## src/dam_pkg.sv

```systemverilog
`default_nettype none
// ----------------------------------------------------------------------------
// dam_pkg: shared types and constants
// Codes, widths and state types for the decimal accumulator machine.
// ----------------------------------------------------------------------------
package dam_pkg;

  localparam int MEM_WORDS_DEF = 10000;
  localparam int WORD_BITS_DEF = 32;
  localparam int ADDR_BITS     = 14;
  localparam int IO_BITS       = 32;
  localparam int FUNC_BITS     = 2;
  localparam int STATUS_BITS   = 3;
  localparam int OP_BITS       = 4;
  localparam int INSTR_RADIX   = 10000;
  localparam int OP_COUNT      = 13;

  localparam logic [FUNC_BITS-1:0] FUNC_LOAD  = 2'd0;
  localparam logic [FUNC_BITS-1:0] FUNC_START = 2'd1;
  localparam logic [FUNC_BITS-1:0] FUNC_STEP  = 2'd2;

  localparam logic [STATUS_BITS-1:0] ST_OK          = 3'd0;
  localparam logic [STATUS_BITS-1:0] ST_HALTED      = 3'd1;
  localparam logic [STATUS_BITS-1:0] ST_BAD_OPCODE  = 3'd2;
  localparam logic [STATUS_BITS-1:0] ST_DIV_ZERO    = 3'd3;
  localparam logic [STATUS_BITS-1:0] ST_RANGE       = 3'd4;
  localparam logic [STATUS_BITS-1:0] ST_WAIT_INPUT  = 3'd5;
  localparam logic [STATUS_BITS-1:0] ST_NOT_STARTED = 3'd6;

  localparam logic [OP_BITS-1:0] OP_ADD   = 4'd1;
  localparam logic [OP_BITS-1:0] OP_SUB   = 4'd2;
  localparam logic [OP_BITS-1:0] OP_MUL   = 4'd3;
  localparam logic [OP_BITS-1:0] OP_DIV   = 4'd4;
  localparam logic [OP_BITS-1:0] OP_LOAD  = 4'd5;
  localparam logic [OP_BITS-1:0] OP_STORE = 4'd6;
  localparam logic [OP_BITS-1:0] OP_READ  = 4'd7;
  localparam logic [OP_BITS-1:0] OP_WRITE = 4'd8;
  localparam logic [OP_BITS-1:0] OP_B     = 4'd9;
  localparam logic [OP_BITS-1:0] OP_BM    = 4'd10;
  localparam logic [OP_BITS-1:0] OP_BZ    = 4'd11;
  localparam logic [OP_BITS-1:0] OP_BP    = 4'd12;
  localparam logic [OP_BITS-1:0] OP_HALT  = 4'd13;

  typedef enum logic [1:0] {
    RUN_IDLE,
    RUN_GO,
    RUN_HALT
  } run_t;

  typedef enum logic [3:0] {
    S_IDLE,
    S_LOAD,
    S_START,
    S_START_DATA,
    S_EXEC,
    S_FETCH,
    S_DECODE,
    S_OPER,
    S_WAIT,
    S_FINISH
  } state_t;

  typedef struct packed {
    logic start;
    logic div;
  } md_ctl_t;

endpackage
`default_nettype wire

```

## src/dam_muldiv.sv

```systemverilog
`default_nettype none
// ----------------------------------------------------------------------------
// dam_muldiv: iterative multiply / divide unit
// Shift-add multiply (low word) and restoring signed divide, one bit a cycle
// through a single shared adder.
// ----------------------------------------------------------------------------
module dam_muldiv #(
  parameter int WORD_BITS = dam_pkg::WORD_BITS_DEF
) (
  input  wire logic                 clk,
  input  wire logic                 rst,
  input  wire dam_pkg::md_ctl_t     ctl,
  input  wire logic [WORD_BITS-1:0] a,
  input  wire logic [WORD_BITS-1:0] b,
  output logic                      done,
  output logic [WORD_BITS-1:0]      result
);

  localparam int CW = $clog2(WORD_BITS + 1);

  logic                 busy;
  logic                 is_div;
  logic                 neg;
  logic [CW-1:0]        cnt;
  logic [WORD_BITS-1:0] x;
  logic [WORD_BITS-1:0] y;
  logic [WORD_BITS-1:0] prod;
  logic [WORD_BITS:0]   rem;
  logic [WORD_BITS:0]   sh;
  logic [WORD_BITS:0]   op_a;
  logic [WORD_BITS:0]   op_b;
  logic [WORD_BITS:0]   sum;
  logic                 cin;

  always_comb begin
    sh = {rem[WORD_BITS-1:0], x[WORD_BITS-1]};
    if (is_div) begin
      op_a = sh;
      op_b = ~{1'b0, y};
      cin  = 1'b1;
    end else begin
      op_a = {1'b0, prod};
      op_b = {1'b0, x};
      cin  = 1'b0;
    end
    sum = op_a + op_b + (WORD_BITS + 1)'(cin);
  end

  always_ff @(posedge clk) begin
    if (rst) begin
      busy <= 1'b0;
      done <= 1'b0;
    end else begin
      done <= 1'b0;
      if (ctl.start) begin
        busy   <= 1'b1;
        is_div <= ctl.div;
        cnt    <= CW'(WORD_BITS);
        rem    <= '0;
        prod   <= '0;
        neg    <= a[WORD_BITS-1] ^ b[WORD_BITS-1];
        if (ctl.div) begin
          x <= a[WORD_BITS-1] ? (~a + 1'b1) : a;
          y <= b[WORD_BITS-1] ? (~b + 1'b1) : b;
        end else begin
          x <= a;
          y <= b;
        end
      end else if (busy) begin
        if (cnt != '0) begin
          cnt <= cnt - 1'b1;
          if (is_div) begin
            if (!sum[WORD_BITS]) begin
              rem <= sum;
              x   <= {x[WORD_BITS-2:0], 1'b1};
            end else begin
              rem <= sh;
              x   <= {x[WORD_BITS-2:0], 1'b0};
            end
          end else begin
            if (y[0]) begin
              prod <= sum[WORD_BITS-1:0];
            end
            x <= x << 1;
            y <= y >> 1;
          end
        end else begin
          busy   <= 1'b0;
          done   <= 1'b1;
          result <= is_div ? (neg ? (~x + 1'b1) : x) : prod;
        end
      end
    end
  end

endmodule
`default_nettype wire

```

## config.mk

```make
export PLATFORM = sky130hd
export DESIGN_NAME = dam_muldiv
export DESIGN_NICKNAME = d
export VERILOG_FILES = /design/src/dam_pkg.sv /design/src/dam_muldiv.sv
export SDC_FILE = /design/constraint.sdc
export NUM_CORES = 1
export LEC_CHECK = 0
export ABC_AREA = 1
export ABC_CLOCK_PERIOD_IN_PS = 4970
export BUFFER_PORTS_ARGS = -buffer_cell sky130_fd_sc_hd__buf_2
export CORE_ASPECT_RATIO = 1.25
export CORE_MARGIN = 2
export CORE_UTILIZATION = 50
export DETAILED_ROUTE_END_ITERATION = 10
export PLACE_DENSITY = 0.68
export SYNTH_ARGS = -nofsm -noshare
export SYNTH_HDL_FRONTEND = slang
export SYNTH_SLANG_ARGS = --single-unit
```

## constraint.sdc

```tcl
create_clock -name clk -period 4.97 [get_ports clk]
set_input_delay 0.7455 -clock clk [delete_from_list [all_inputs] [get_ports clk]]
set_output_delay 0.7455 -clock clk [all_outputs]
set_load 0.05 [all_outputs]
```

### Word level (Yosys, flattened, before mapping)

Index checks and enable logic that the tools add are counted.

* flip-flop bits (word level): 170

* $add $sub $neg: 6
* multiplexer cells: 32
* bitwise operators: 9
* reductions and logical operators: 12
* equal/unequal tests: 1

Operators by type and width (number)
* $mux 32: 21
* $add 32x1->32 const B: 3
* $not 32->32: 3
* $mux 33: 2
* $add 33x1->33: 1
* $add 33x33->33: 1
* $not 32->33: 1
* $mux 6: 2
* $reduce_and 4->1: 3
* $reduce_bool 2->1: 4
* $mux 1: 7
* $reduce_bool 6->1: 1
* $sub 6x1->6 const B: 1
* $reduce_and 5->1: 1
* $not 1->1: 4
* $reduce_and 3->1: 1
* $reduce_or 3->1: 1
* $ne 2x2->1 const B: 1
* $reduce_and 2->1: 1
* $xor 1x1->1: 1

### Depth between registers and ports, before layout

* depth in word-level cells: 9
* mapped depth: 21
* gate-level depth less buffers: 17

### Worst setup path before layout

Ideal clock, no wire load.

* path type: input port to flip-flop
* from: in ctl[1] in the netlist's numbering
* to: reg y[0], enable pin
* cell stages on the path: 6
* slack: 0.563 ns
* arrival: 3.937 ns
* path through: clkbuf_1 > inv_1 > buf_2 > nor2_1 > inv_1 > a211oi_1

* longest elaborated chain between the ends: 2
* elaborated cells between the ends (all ways): 4
* those cells by class: eq/ne: 1; reduce/logical: 3

RTL lines
* start, declared: RTL line dam_muldiv.sv:12 `input wire dam_pkg::md_ctl_t ctl,`
* $ne 2x2->1 (no source line) or $reduce_bool 2->1 (tied branches)
* $reduce_and 4->1 (no source line) *
* end signal, assigned: RTL line dam_muldiv.sv:64 `y <= b[WORD_BITS-1] ? (~b + 1'b1) : b;`
* end signal, assigned: RTL line dam_muldiv.sv:85 `y <= y >> 1;`
* end, declared: RTL line dam_muldiv.sv:26 `logic [WORD_BITS-1:0] y;`

Every way passes the cells marked *; elsewhere a longest branch is shown, timed or not.
A chain may end at the register's enable or synchronous reset.

### Worst setup path after layout

* from: reg is_div
* to: reg rem[27], data pin

* longest elaborated chain between the ends: 7
* elaborated cells between the ends (all ways): 9
* those cells by class: add/sub: 2; mux: 7

RTL lines
* start, declared: RTL line dam_muldiv.sv:22 `logic is_div;`
* start signal, assigned: RTL line dam_muldiv.sv:57 `is_div <= ctl.div;`
* $mux 33: RTL line dam_muldiv.sv:37 `if (is_div) begin`
* $add 33x33->33: RTL line dam_muldiv.sv:46 `sum = op_a + op_b + (WORD_BITS + 1)'(cin);`
* $add 33x1->33 *: RTL line dam_muldiv.sv:46
* $mux 32 *: RTL line dam_muldiv.sv:73 `if (!sum[WORD_BITS]) begin`
* $mux 32 *: RTL line dam_muldiv.sv:72 `if (is_div) begin`
* $mux 32 *: RTL line dam_muldiv.sv:70 `if (cnt != '0) begin`
* $mux 32 *: RTL line dam_muldiv.sv:69 `end else if (busy) begin`
* end signal, assigned: RTL line dam_muldiv.sv:74 `rem <= sum;`
* end signal, assigned: RTL line dam_muldiv.sv:77 `rem <= sh;`
* end, declared: RTL line dam_muldiv.sv:28 `logic [WORD_BITS:0] rem;`

Every way passes the cells marked *; elsewhere a longest branch is shown, timed or not. The select of a mux whose other input is x is not followed.

==> summary.md <==
| Metric | Value |
|---|---|
| Clock power share | 0.300 |
| Worst Path Class, Setup | flip-flop to flip-flop |
| Largest net degree at the start of global routing | 84 |
| H-tree levels | 4 |
| CP Capture Type | flip-flop |
| Row cnt | 65 |
| Chip Width | between 100 and 150 um |
| Sequential group share of total power | 0.400 |
| Final worst path period need | around 4.0 ns |
| Dpl hpwl | approximately 28,000 um |
| Dominant cells by area after synthesis | edfxtp_1 (40%), nand2_1 (16%), inv_1 (7.3%) |
| Fin. max-slew vios | 0 |
| Vias in the first global route | approximately 11,000 |
| Post-Route WL | roughly 37,000 um |
| First-pass GRT wire length | 57,700 um |
| Asr flop ratio synth | 0 |
| Comb pwr share | 0.301 |
| # setup viols final | 0 |
| GRT Overall Usage | 0.279 |
| Num CTS Buffers | 17 |
| Slew HR | 0.265 |
| Worst Path Arrival | about 4.3 ns |
| Clock skew | roughly 0.013 ns |
| Max-cap violations | 0 |
| Leak | ~6.6 nW |
| Via/cell ratio | 5.33 |
| Worst vdd ir | approximately 0.24 mV |
| NetSw | approximately 0.0016 W |
| DR vias | around 12,000 |
| Fmax | 249 MHz |
| 1st-pass router iterations | 5 |
| Post-synthesis net count | approximately 1,900 |
| Most frequent cells after synthesis | nand2_1 (544), inv_1 (248), nor2_1 (208) |
| Routed len/inst | approximately 17 um |
| Status | completed |
| CTS tree | built |
| Root Driver | clkbuf_16 |
| Worst-path fanout max | 48 |
| Cells after synthesis | around 1,800 |
| Dominant cell type by area after synthesis | edfxtp_1 |
| Die H | about 180 um |
| Number of flops mapped to enable cells by yosys | between 150 and 200 |
| Routed Antenna Nets | 0 |
| RSZ-0062 raised after global routing | no |
| Synth Register Bits | 170 |
| Mapped cell area | about 13,000 um2 |
| Antenna Cells | 0 |
| Drc violations | 0 |
| Ports | 101 |
| Ys Warns | 0 |
| Num Clock Sinks | between 150 and 200 |
| Worst-skew pair later-pin latency | 0.45 ns |
| Reg area | a little over 5000 um2 |
| Pwr Density | 325 nW/um2 |
| Core area | approximately 25,000 um2 |
| Setup WS pre-CTS | between 1 and 1.5 ns |
| Syn_area_per_cell | between 7 and 8 um2 |
| Yosys cell types | 46 |
| Die area | 26,600 um2 |
| Slew @ Worst Pin | 1.10 ns |
| Core Util, Final | 0.559 |
| # nets final | about 2,000 |
| Setup TNS | 0 ns |
| Area occupied by multi-input gates | 6400 um2 |
| Initial antenna violation count | 0 |
| Post-synth top area share | 0.398 |
| Most numerous cell in the Yosys netlist | nand2_1 |
| IO buf count | 100 |
| Period utilization | 0.809 |
| Area Overhead vs Synth | 10.4% |
| P_int | 0.00293 W |
| Hold WC Path Type | flip-flop to flip-flop |
| Initial Utilization | 0.506 |
| Layout fillers | 2,499 |
| Post-CTS sizing | 0 |
| Drt initial violations | slightly above 900 |
| Share of layout cells above drive strength 1 | 0.0975 |
| Top FF cell, synth | edfxtp_1 |
| Placer congestion estimate | 0.979 |
| Number of hold violations in the final report | 0 |
| Setup ws final | between 0.9 and 1 ns |
| Clock tree buffer depth | 2 |
| Post-CTS setup buffers | 0 |
| Worst-path clk slew | 0.07 ns |
| Critical Path RT | ~5.3 ns |
| Register area share after synthesis | 0.401 |
| GR Overflow Total | 0 |
| Startpoint class of the critical path | flip-flop |
| CTS Hold Bufs | 0 |
| Sw Share | 0.356 |
sequential cells by signal, indices dropped and copies added (netlist names):
register	flops
neg	1
prod	32
done	1
y	32
x	32
result	32
rem	32
busy	1
is_div	1
cnt	6
through the flow:
step / hold slack (ns) / power [W] / cells / area [um2]
after floorplan: 0.487 / 0.00284 / 1797 / 12700
after global placement: 0.544 / 0.00319 / 2179 / 13400
after detailed placement: 0.547 / 0.00320 / 2179 / 13400
after CTS: 0.562 / 0.00456 / 2211 / 14000
after global routing: 0.577 / 0.00481 / 2211 / 14000
final: 0.560 / 0.00455 / 2211 / 14000
area by class of cell:
cell class	count	share of cell area
inverter	248	0.0666
timing repair buffer	109	0.0406
clock inverter	15	0.0116
sequential	170	0.363
clock buffer	17	0.0304
tap	335	0.0300
multi-input combinational	1317	0.457
routing by layer:
| metal | GRT usage | vias up | wire (um) |
|---|---|---|---|
| met2 | 0.473 | 395 | 17600 |
| met3 | 0.0354 | 39 | 2340 |
| met5 | 0 | - | 0 |
| met4 | 0.0850 | 0 | 750 |
| met1 | 0.374 | 5400 | 16000 |
| li1 | - | 5942 | - |
power groups by stage:
stage | combinational [W] | sequential (W) | clock [W]
after floorplan | 0.00102 | 0.00181 | 0
after global placement | 0.00134 | 0.00185 | 0
after detailed placement | 0.00135 | 0.00185 | 0
after CTS | 0.00136 | 0.00182 | 0.00138
after global routing | 0.00155 | 0.00183 | 0.00144
final | 0.00137 | 0.00182 | 0.00136
cells in the final DEF, fill, tap and decap left out, types with 35 or more instances in the layout:
cell type,synthesis,final
nand2_1,544,544
xor2_1,40,40
buf_2,3,100
o21ai_0,161,161
a21oi_1,53,53
ha_1,35,35
nor2_1,208,206
inv_1,248,246
nand3_1,134,134
edfxtp_1,168,168
worst paths after layout:
kind / depth (start not counted) / slack, ns / end / start
max reg2reg: 16 / 0.95 / rem[27] / is_div
max: 16 / 0.95 / rem[27] / is_div
min reg2reg: 1 / 0.56 / cnt[0] / cnt[0]
min: 1 / 0.56 / cnt[0] / cnt[0]
critical path, stage by stage, from the launching register on:
cell and delay [ns]:
edfxtp_1 0.40, inv_2 0.53, o21ai_0 0.26, fa_1 0.51, fa_1 0.45, nand2_1 0.11, nand2_1 0.06, nand3b_1 0.09
nand2_2 0.08, nand2_1 0.08, nand2_2 0.09, nand2_4 0.10, nand3_1 0.39, buf_4 0.40, nand3_1 0.11, nand2_1 0.05
nor2_1 0.13
kinds of logic after synthesis:
group	Yosys count	share of synthesized area
and+or+nand+nor	973	0.320
AOI/OAI and AO/OA	250	0.105
DFF	170	0.401
xor gates and xnor gates	57	0.0394
buffers and inverters	310	0.0975
adders and majority gates	37	0.0377
No activity file was read; power rests on OpenSTA's default activity.
